==> config.mk <==
export PLATFORM = sky130hd
export DESIGN_NAME = fan_curve_pwm_interpolator_unit
export DESIGN_NICKNAME = d
export VERILOG_FILES = /design/src/fcpi_pkg.sv /design/src/fan_curve_pwm_interpolator_unit.sv /design/src/fcpi_queue.sv /design/src/fcpi_front.sv /design/src/fcpi_back.sv
export SDC_FILE = /design/constraint.sdc
export NUM_CORES = 1
export LEC_CHECK = 0
export BUFFER_PORTS_ARGS = -buffer_cell sky130_fd_sc_hd__buf_4
export CELL_PAD_IN_SITES_DETAIL_PLACEMENT = 0
export CELL_PAD_IN_SITES_GLOBAL_PLACEMENT = 1
export CORE_ASPECT_RATIO = 1.4
export CORE_UTILIZATION = 55
export CTS_BUF_LIST = sky130_fd_sc_hd__clkbuf_8 sky130_fd_sc_hd__clkbuf_16
export DETAILED_ROUTE_END_ITERATION = 10
export PLACE_DENSITY = 0.94
export SETUP_SLACK_MARGIN = 0.5
export SLEW_MARGIN = 10
export SYNTH_ARGS = -nofsm -noshare
export SYNTH_HDL_FRONTEND = slang
export SYNTH_SLANG_ARGS = --single-unit
==> constraint.sdc <==
create_clock -name clk -period 11.2 [get_ports clk]
set_input_delay 2.24 -clock clk [delete_from_list [all_inputs] [get_ports clk]]
set_output_delay 2.24 -clock clk [all_outputs]
set_load 0.02 [all_outputs]
==> src/fcpi_pkg.sv <==
package fcpi_pkg;

  localparam int MAX_POINTS = 6;
  localparam int NUM_POINTS = 6;
  localparam int PIDX_W     = $clog2(NUM_POINTS);

  localparam int TEMP_W  = 13;
  localparam int MAX_W   = 12;
  localparam int DUTY_W  = 8;
  localparam int DEG_W   = 8;
  localparam int CFG_W   = 16;
  localparam int ADDR_W  = 3;

  localparam logic [DUTY_W-1:0] DEFAULT_DUTY = 8'd50;
  localparam logic [DUTY_W-1:0] DUTY_CEIL    = 8'd255;

  localparam int QDEPTH = 2;
  localparam int QPTR_W = $clog2(QDEPTH);
  localparam int QCNT_W = $clog2(QDEPTH + 1);

  localparam logic [ADDR_W-1:0] REG_ENABLE      = 3'd0;
  localparam logic [ADDR_W-1:0] REG_POINT_COUNT = 3'd1;
  localparam logic [ADDR_W-1:0] REG_POINT_0     = 3'd2;

  typedef struct packed {
    logic [DEG_W-1:0]  temp;
    logic [DUTY_W-1:0] duty;
  } point_t;

  typedef struct packed {
    logic                        enable;
    logic [2:0]                  point_count;
    point_t [NUM_POINTS-1:0]     points;
  } cfg_t;

  typedef struct packed {
    logic             full;
    logic             valid;
    logic [MAX_W-1:0] data;
  } q_status_t;

endpackage

==> src/fan_curve_pwm_interpolator_unit.sv <==
// Ordinary samples: one item per cycle while the queue is not full, no result.
// Last sample with enable set: its max goes to the queue; the back end settles the
// edge cases (empty curve, below first or past last point) in SCAN, clamps in CHK
// when the interpolation over- or underflows, and else runs its 8-step restoring divider.
// A 2-entry queue lets the front keep taking samples while the back divides.
// Synchronous active-high rst clears the config, back state, out_valid, running max and queue.
module fan_curve_pwm_interpolator_unit (
  input  logic                               clk,
  input  logic                               rst,
  input  logic signed [fcpi_pkg::TEMP_W-1:0] temperature,
  input  logic                               last_sample,
  input  logic                               in_valid,
  output logic                               in_ready,
  output logic [fcpi_pkg::DUTY_W-1:0]        duty,
  output logic                               out_valid,
  input  logic                               out_ready,
  input  logic                               cfg_write,
  input  logic [fcpi_pkg::ADDR_W-1:0]        cfg_addr,
  input  logic [fcpi_pkg::CFG_W-1:0]         cfg_data
);
  import fcpi_pkg::*;

  cfg_t             cfg;
  q_status_t        q_status;
  logic             push;
  logic [MAX_W-1:0] push_data;
  logic             pop;

  always_ff @(posedge clk) begin
    if (rst) begin
      cfg <= '0;
    end else if (cfg_write) begin
      unique case (cfg_addr)
        REG_ENABLE:      cfg.enable      <= cfg_data[0];
        REG_POINT_COUNT: cfg.point_count <= cfg_data[2:0];
        default:         cfg.points[PIDX_W'(cfg_addr - REG_POINT_0)] <= cfg_data;
      endcase
    end
  end

  fcpi_front u_front (
    .clk         (clk),
    .rst         (rst),
    .temperature (temperature),
    .last_sample (last_sample),
    .in_valid    (in_valid),
    .in_ready    (in_ready),
    .enable      (cfg.enable),
    .q_full      (q_status.full),
    .push        (push),
    .push_data   (push_data)
  );

  fcpi_queue u_queue (
    .clk       (clk),
    .rst       (rst),
    .push      (push),
    .push_data (push_data),
    .pop       (pop),
    .status    (q_status)
  );

  fcpi_back u_back (
    .clk       (clk),
    .rst       (rst),
    .cfg       (cfg),
    .q_status  (q_status),
    .pop       (pop),
    .out_valid (out_valid),
    .out_ready (out_ready),
    .duty      (duty)
  );

endmodule

==> src/fcpi_queue.sv <==
module fcpi_queue (
  input  logic                     clk,
  input  logic                     rst,
  input  logic                     push,
  input  logic [fcpi_pkg::MAX_W-1:0] push_data,
  input  logic                     pop,
  output fcpi_pkg::q_status_t      status
);
  import fcpi_pkg::*;

  logic [MAX_W-1:0]  mem [QDEPTH];
  logic [QPTR_W-1:0] wr_ptr;
  logic [QPTR_W-1:0] rd_ptr;
  logic [QCNT_W-1:0] count;

  always_ff @(posedge clk) begin
    if (rst) begin
      wr_ptr <= '0;
      rd_ptr <= '0;
      count  <= '0;
    end else begin
      if (push) begin
        wr_ptr <= (wr_ptr == QPTR_W'(QDEPTH - 1)) ? '0 : wr_ptr + 1'b1;
      end
      if (pop) begin
        rd_ptr <= (rd_ptr == QPTR_W'(QDEPTH - 1)) ? '0 : rd_ptr + 1'b1;
      end
      if (push && !pop) begin
        count <= count + 1'b1;
      end else if (pop && !push) begin
        count <= count - 1'b1;
      end
    end
  end

  always_ff @(posedge clk) begin
    if (push) begin
      mem[wr_ptr] <= push_data;
    end
  end

  assign status.full  = (count == QCNT_W'(QDEPTH));
  assign status.valid = (count != '0);
  assign status.data  = mem[rd_ptr];

endmodule

==> src/fcpi_front.sv <==
module fcpi_front (
  input  logic                         clk,
  input  logic                         rst,
  input  logic signed [fcpi_pkg::TEMP_W-1:0] temperature,
  input  logic                         last_sample,
  input  logic                         in_valid,
  output logic                         in_ready,
  input  logic                         enable,
  input  logic                         q_full,
  output logic                         push,
  output logic [fcpi_pkg::MAX_W-1:0]   push_data
);
  import fcpi_pkg::*;

  logic [MAX_W-1:0] running_max;
  logic [MAX_W-1:0] max_next;
  logic             accept;

  assign in_ready = !q_full;
  assign accept   = in_valid && in_ready;

  // negative samples never raise the max
  always_comb begin
    max_next = running_max;
    if (!temperature[TEMP_W-1] && (temperature[MAX_W-1:0] > running_max)) begin
      max_next = temperature[MAX_W-1:0];
    end
  end

  assign push      = accept && last_sample && enable;
  assign push_data = max_next;

  always_ff @(posedge clk) begin
    if (rst) begin
      running_max <= '0;
    end else if (accept) begin
      running_max <= last_sample ? '0 : max_next;
    end
  end

endmodule

==> src/fcpi_back.sv <==
module fcpi_back (
  input  logic                        clk,
  input  logic                        rst,
  input  fcpi_pkg::cfg_t              cfg,
  input  fcpi_pkg::q_status_t         q_status,
  output logic                        pop,
  output logic                        out_valid,
  input  logic                        out_ready,
  output logic [fcpi_pkg::DUTY_W-1:0] duty
);
  import fcpi_pkg::*;

  typedef enum logic [2:0] {
    IDLE, SCAN, MUL1, MUL2, CHK, DIV, DONE
  } state_t;

  state_t               state;
  logic [MAX_W-1:0]     tmax;
  point_t               lo;
  point_t               hi;
  logic [15:0]          prod;
  logic signed [8:0]    dd;
  logic [MAX_W-1:0]     off;
  logic signed [21:0]   num;
  logic [MAX_W-1:0]     dvs;
  logic [20:0]          rem;
  logic [DUTY_W-1:0]    q;
  logic [2:0]           bit_idx;
  logic [DUTY_W-1:0]    res;

  logic [2:0]           n;
  logic [DEG_W-1:0]     whole;
  logic                 found;
  logic [PIDX_W-1:0]    idx;
  logic [DEG_W-1:0]     r;
  logic signed [21:0]   term_a;
  logic signed [21:0]   term_b;
  logic [20:0]          dvs_shift;
  logic                 out_free;

  always_comb begin
    n     = (cfg.point_count > 3'(MAX_POINTS)) ? 3'(MAX_POINTS) : cfg.point_count;
    whole = tmax[MAX_W-1:4];
    found = 1'b0;
    idx   = '0;
    for (int i = NUM_POINTS - 1; i >= 0; i--) begin
      if ((3'(i) < n) && (cfg.points[i].temp >= whole)) begin
        found = 1'b1;
        idx   = PIDX_W'(i);
      end
    end
  end

  assign r         = hi.temp - lo.temp;
  assign term_a    = $signed({2'b00, prod, 4'b0000});
  assign term_b    = 22'(dd) * 22'($signed({1'b0, off}));
  assign dvs_shift = 21'({9'd0, dvs} << bit_idx);
  assign out_free  = !out_valid || out_ready;
  assign pop       = (state == IDLE) && q_status.valid;

  always_ff @(posedge clk) begin
    if (rst) begin
      state     <= IDLE;
      out_valid <= 1'b0;
    end else begin
      if ((state == DONE) && out_free) begin
        out_valid <= 1'b1;
      end else if (out_ready) begin
        out_valid <= 1'b0;
      end
      unique case (state)
        IDLE: begin
          if (q_status.valid) begin
            tmax  <= q_status.data;
            state <= SCAN;
          end
        end
        SCAN: begin
          if (n == '0) begin
            res   <= DEFAULT_DUTY;
            state <= DONE;
          end else if (!found) begin
            res   <= cfg.points[PIDX_W'(n - 3'd1)].duty;
            state <= DONE;
          end else if (idx == '0) begin
            res   <= cfg.points[0].duty;
            state <= DONE;
          end else begin
            lo    <= cfg.points[idx - 1'b1];
            hi    <= cfg.points[idx];
            state <= MUL1;
          end
        end
        MUL1: begin
          prod  <= r * lo.duty;
          dd    <= $signed({1'b0, hi.duty}) - $signed({1'b0, lo.duty});
          off   <= tmax - {lo.temp, 4'b0000};
          dvs   <= {r, 4'b0000};
          state <= MUL2;
        end
        MUL2: begin
          num   <= term_a + term_b;
          state <= CHK;
        end
        CHK: begin
          if (num[21]) begin
            res   <= '0;
            state <= DONE;
          end else if (num[20:0] >= {1'b0, dvs, 8'd0}) begin
            res   <= DUTY_CEIL;
            state <= DONE;
          end else begin
            rem     <= num[20:0];
            q       <= '0;
            bit_idx <= 3'd7;
            state   <= DIV;
          end
        end
        DIV: begin
          if (rem >= dvs_shift) begin
            rem        <= rem - dvs_shift;
            q[bit_idx] <= 1'b1;
          end
          if (bit_idx == '0) begin
            res   <= q | ((rem >= dvs_shift) ? 8'd1 : 8'd0);
            state <= DONE;
          end else begin
            bit_idx <= bit_idx - 1'b1;
          end
        end
        DONE: begin
          if (out_free) begin
            duty  <= res;
            state <= IDLE;
          end
        end
        default: state <= IDLE;
      endcase
    end
  end

endmodule

Yosys cells after proc, flatten, opt, wreduce, memory -nomap -nowiden. Memories as Yosys holds them, arrays and structs flattened. A register that Yosys moved wholly into a read port is not among the register bits. Cells that the tools add are included.

Bits in registers: 267. Memory bits (writable): 24. Output and inout port bits: 10. Logic and storage cells: 205. Memories kept: 1.

Memory list: u_queue.mem (words 2, width 12, rd ports 1, clocked after memory_dff 1, write ports 1, RTL line fcpi_queue.sv:11) `logic [MAX_W-1:0] mem [QDEPTH];`.

Add/sub/neg operators: 13. Multipliers: 2. $lt $le $gt $ge: 23. Eq/ne operators: 17. Shifts and indexed selects: 1. Muxes and demuxes: 63. Bitwise logic cells: 6. Reductions and logical operators: 45.

Operator list (count): 16-bit binary-select mux with 3-bit select (3); 96-bit bitwise mux (1); 8-bit two-way mux (10); 21-bit two-way mux (3); 3-bit two-way mux (17); 16-bit demux with 3-bit select (1); 8-bit >= comparator (6); 16-bit two-way mux (3); 21-bit case mux with 2 select lines (1); 12-bit two-way mux (2); 8-bit case mux with 3 select lines (1); 21-bit by 22-bit adder with 22-bit output (1); 9-bit by 13-bit multiplier with 22-bit output (1); 21-bit by 20-bit >= comparator with 1-bit output (1); 21-bit >= comparator (1); 3-bit case mux with 7 select lines (1); 12-bit by 3-bit left shift with 21-bit output (1); 21-bit subtractor (1); 3-bit by 4-bit < comparator with 1-bit output (second input constant) (5); 5-bit AND reduction (4); 1-bit logical AND (16); 8-bit by 8-bit multiplier with 16-bit output (1); 8-bit OR (2); 8-bit case mux with 2 select lines (1); other kinds (35) (86).

Logic depth before layout (Yosys ltp).
Depth in word-level cells: 15. Depth in mapped cells: 24.

Cells and area by module. A second synthesis with hierarchy kept.

Cells, all modules: 2339. Area, all modules: 23088.4 um^2.

Modules (own cells, without submodules): fcpi_back (instances 1, cells an instance 1807, area each 16968.8 um^2, sequential area each 4854.7 um^2); fan_curve_pwm_interpolator_unit (instances 1, cells an instance 355, area each 4090.2 um^2, sequential area each 2001.9 um^2); fcpi_queue (instances 1, cells an instance 59, area each 1071.0 um^2, sequential area each 820.8 um^2); fcpi_front (instances 1, cells an instance 118, area each 958.4 um^2, sequential area each 240.2 um^2).

Worst setup path before layout. Ideal clock, no wire load.

Kind: in2reg. From: input rst. To: register u_back.dd[0], enable pin. Library setup time: 0.559 ns. Data arrival time: 6.916 ns. Path slack: 3.725 ns. Cell stages on the path: 3. Path buffers: 2. Path through: clkbuf_1 -> clkbuf_1 -> nor4_1.

Cells in the longest elaborated chain, start to end: 2.

Ends and longest elaborated chain: from (decl) (RTL line fan_curve_pwm_interpolator_unit.sv:9) `input logic rst,`; 1-bit inverter (no source line); 2-bit AND reduction (no source line); to (signal assigned) (RTL line fcpi_back.sv:96) `dd <= $signed({1'b0, hi.duty}) - $signed({1'b0, lo.duty});`; to (decl) (RTL line fcpi_back.sv:22) `logic signed [8:0] dd;`.

Every way passes these cells. A chain may end at the register's enable or synchronous reset.

Worst setup path in the final report.
From: register u_back.tmax[6] (read register of u_queue.mem). To: register u_back.lo[12] (netlist name) (data pin).

Cells in the longest elaborated chain, start to end: 11. Elaborated cells on any way between the ends: 21.

Ends and longest elaborated chain: from (decl) (RTL line fcpi_back.sv:18) `logic [MAX_W-1:0] tmax;`; 8-bit >= comparator (RTL line fcpi_back.sv:47) `if ((3'(i) < n) && (cfg.points[i].temp >= whole)) begin`; 1-bit logical AND (RTL line fcpi_back.sv:47); 3-bit two-way mux (5 in a row) (RTL line fcpi_back.sv:47); 3-bit two-way mux (*) (RTL line fcpi_back.sv:47); 3-bit by 1-bit subtractor with 3-bit output (*) (RTL line fcpi_back.sv:89) `lo <= cfg.points[idx - 1'b1];`; 16-bit binary-select mux with 3-bit select (*) (RTL line fcpi_back.sv:89); 16-bit two-way mux (not written as such) (*) (RTL line fcpi_back.sv:89); to (signal assigned) (RTL line fcpi_back.sv:89); to (decl) (RTL line fcpi_back.sv:19) `point_t lo;`.

Mark *: on every way between the ends. The rest lies on a longest branch, timed or not. The select of a mux whose other input is x is not followed.

==> impl_metrics.env <==
export IMPL_ios=48
export IMPL_start_util_pct=56.0
export IMPL_grt_max_degree=70
export IMPL_cpPeakStageDelay_ps=980
export IMPL_cts_tree="yes"
export IMPL_post_place_ws_ps=4610
export IMPL_wl_per_cell_um=20.5
export IMPL_routed_wl_um=58100
export IMPL_ir_drop_mv=0.309
export IMPL_finalSetupViolCount=0
export IMPL_yosysMostFrequentCell="nand2_1"
export IMPL_synthTopCellsByCount="nand2_1 (341), inv_1 (243), ha_1 (204)"
export IMPL_synth_net_count=2665
export IMPL_ctsLongestPathBuffers=3
export IMPL_max_cap_viol_count=0
export IMPL_clock_skew_ps=41.1
export IMPL_antenna_found_initial=0
export IMPL_p_total_mw=4.90
export IMPL_fillers=3327
export IMPL_die_y_um=239
export IMPL_max_freq_mhz=149
export IMPL_finalNonFillerCells=2832
export IMPL_cts_hold_buf=0
export IMPL_hold_viol=0
export IMPL_slowest_stage="ha_1"
export IMPL_min_path_cells=0
export IMPL_utilization_pct=60.5
export IMPL_netlist_area_um2=22100
export IMPL_grt_overflow=0
export IMPL_fin_tns_setup_ps=0
export IMPL_synth_edf_count=179
export IMPL_power_density_nw_per_um2=205
export IMPL_antenna_left=0
export IMPL_seq_area_frac_synth_pct=35.2
export IMPL_holdWs_ps=416
export IMPL_htree_levels=1
export IMPL_synth_top_area_share_pct=24.3
export IMPL_area_growth_pct=8.13
export IMPL_cp_required_ps=11650
export IMPL_grt_pass1_wl_um=91500
export IMPL_cts_made_buffers=30
export IMPL_vias=17200
export IMPL_grt_use_total_pct=29.0
export IMPL_cp_common_cell="ha_1"
export IMPL_worstPathArrival_ps=7140
export IMPL_drive_gt1_share_pct=7.51
export IMPL_cts_root_buf="clkbuf_16"
export IMPL_status="complete, no violations"
export IMPL_crit_type="reg -> reg"
export IMPL_post_cts_setup_buffers=0
export IMPL_final_area_um2=23900
export IMPL_num_rows=86
export IMPL_dpl_cell_area_um2=22800
export IMPL_core_um2=39500
export IMPL_slew_headroom_pct=17.6
export IMPL_die_w_um=171
export IMPL_drtPass1Iterations=8
export IMPL_synth_seq_cells=299
export IMPL_cp_start_kind="flip-flop"
export IMPL_synth_area_leader_cell="edfxtp_1"
export IMPL_drt_iter0_markers=1304
export IMPL_clk_latency_ps=610
export IMPL_portBuffers=47
export IMPL_avgSynthCellArea_um2=9.63
export IMPL_clkSinkCount=299
export IMPL_synthFlopType="edfxtp_1"
export IMPL_dp_cells=2775
export IMPL_viasPerCell=6.08
export IMPL_layout_min_cycle_time_ps=6690
export IMPL_worst_slack_ps=4510
export IMPL_leakage_nw=10.0
export IMPL_min_path_type="reg -> reg"
export IMPL_ys_warn_count=0
export IMPL_cts_clk_slew_worst_paths_ps=70
export IMPL_drc_errors=0
export IMPL_dp_hpwl_um=43400
export IMPL_synth_cell_types=73
export IMPL_routabilityCongestion=1.00
export IMPL_rsz0062_at_grt="false"
export IMPL_async_flop_share_pct=0
export IMPL_nets=2647
export IMPL_crit_fanout=33
export IMPL_period_share_pct=59.8
export IMPL_rr_worst_depth=16
export IMPL_die_area_um2=41000
export IMPL_crit_path_end_kind="flip-flop"
export IMPL_cts_resized=0
export IMPL_crit_chain="inv_1 > ha_1 > a211oi_1 > o21ai_0 > a211o_1 > nand4bb_1 > a21oi_4 > o21a_4 > inv_2 > ha_1 > ha_1 > nand2_1 > nor2_2 > a22oi_1 > a21oi_1 > a211o_1"
export IMPL_synthTopCellsByArea="edfxtp_1 (24%), ha_1 (12%), fa_1 (11%)"
export IMPL_final_max_slew_viol_count=0
export IMPL_grt_pass1_vias=17500
export IMPL_syn_instance_count=2297
export IMPL_tightest_slew_ps=1230
## cells by family after synthesis
| kind of cell | after synthesis | share of synthesized area (%) |
|---|---|---|
| AO/OA/AOI/OAI | 509 | 15.1 |
| XOR/XNOR | 61 | 2.42 |
| multiplexers | 92 | 4.66 |
| flip-flops | 299 | 35.2 |
| adder cells (fa/ha/maj) | 330 | 23.0 |
| AND/OR/NAND/NOR | 653 | 13.5 |
| buffers and inverters | 353 | 6.17 |
## per-layer routing
metal	wire [um]	vias to the layer above	track usage (%)
li1	-	8007	-
met5	0	-	0
met1	21300	8408	32.1
met3	3080	197	3.73
met2	30300	617	52.6
met4	3420	0	16.9
## cells in the final DEF, fill, tap and decap left out, drive strengths merged, types with 41 or more instances in the layout
cell	count
nor2	89
and2	77
ha	204
xnor2	41
inv	249
o21ai	56
mux2i	44
a21oi	181
buf	58
edfxtp	179
dfxtp	120
o22ai	68
mux2	44
fa	126
nand2	341
## worst paths after layout
| kind | start | endpoint | slack, ps |
|---|---|---|---|
| worst max-delay path | u_back.tmax[6] | u_back.lo[12] | 4510 |
| worst min register to register | u_back.tmax[0] | u_back.off[0] | 420 |
| worst max register to register | u_back.tmax[6] | u_back.lo[12] | 4510 |
| worst min-delay path | u_back.tmax[0] | u_back.off[0] | 420 |
## flip-flops by register name (all words and copies together), names as in the netlist
name,flops
cfg,100
u_queue.mem,24
u_back.num,22
u_back.rem,17
u_back.hi,16
u_back.lo,16
u_back.prod,16
u_back.off,12
u_back.tmax,12
u_front.running_max,12
u_back.dd,9
u_back.duty,8
u_back.dvs,8
u_back.q,8
u_back.res,8
u_back.bit_idx,3
u_back.state,3
u_queue.count,2
u_back.out_valid,1
u_queue.rd_ptr,1
u_queue.wr_ptr,1
## report_power, final
part,switching [mW],internal [mW],total [mW]
Clock,0.455,0.654,1.11
Sequential,0.0880,1.36,1.45
Combinational,1.35,0.988,2.34
## area by class of cell
| type | count | area, um2 | share of cell area, % |
|---|---|---|---|
| Antenna cell | 1 | 2.50 | 0.0105 |
| Clock buffer | 33 | 803 | 3.36 |
| Clock inverter | 23 | 278 | 1.16 |
| Inverter | 245 | 920 | 3.85 |
| Multi-Input combinational cell | 1645 | 13000 | 54.5 |
| Sequential cell | 299 | 7780 | 32.5 |
| Tap cell | 528 | 661 | 2.76 |
| Timing Repair Buffer | 58 | 435 | 1.82 |
## worst max-delay path: cells and delay by family (launching register included)
| family | cells | cell delay, ps |
|---|---|---|
| buffers and inverters | 2 | 570 |
| AO/OA/AOI/OAI | 8 | 2680 |
| adder cells (fa/ha/maj) | 3 | 1580 |
| AND/OR/NAND/NOR | 3 | 1290 |
| flip-flops | 1 | 410 |
Power figures use the tool's default switching activity.
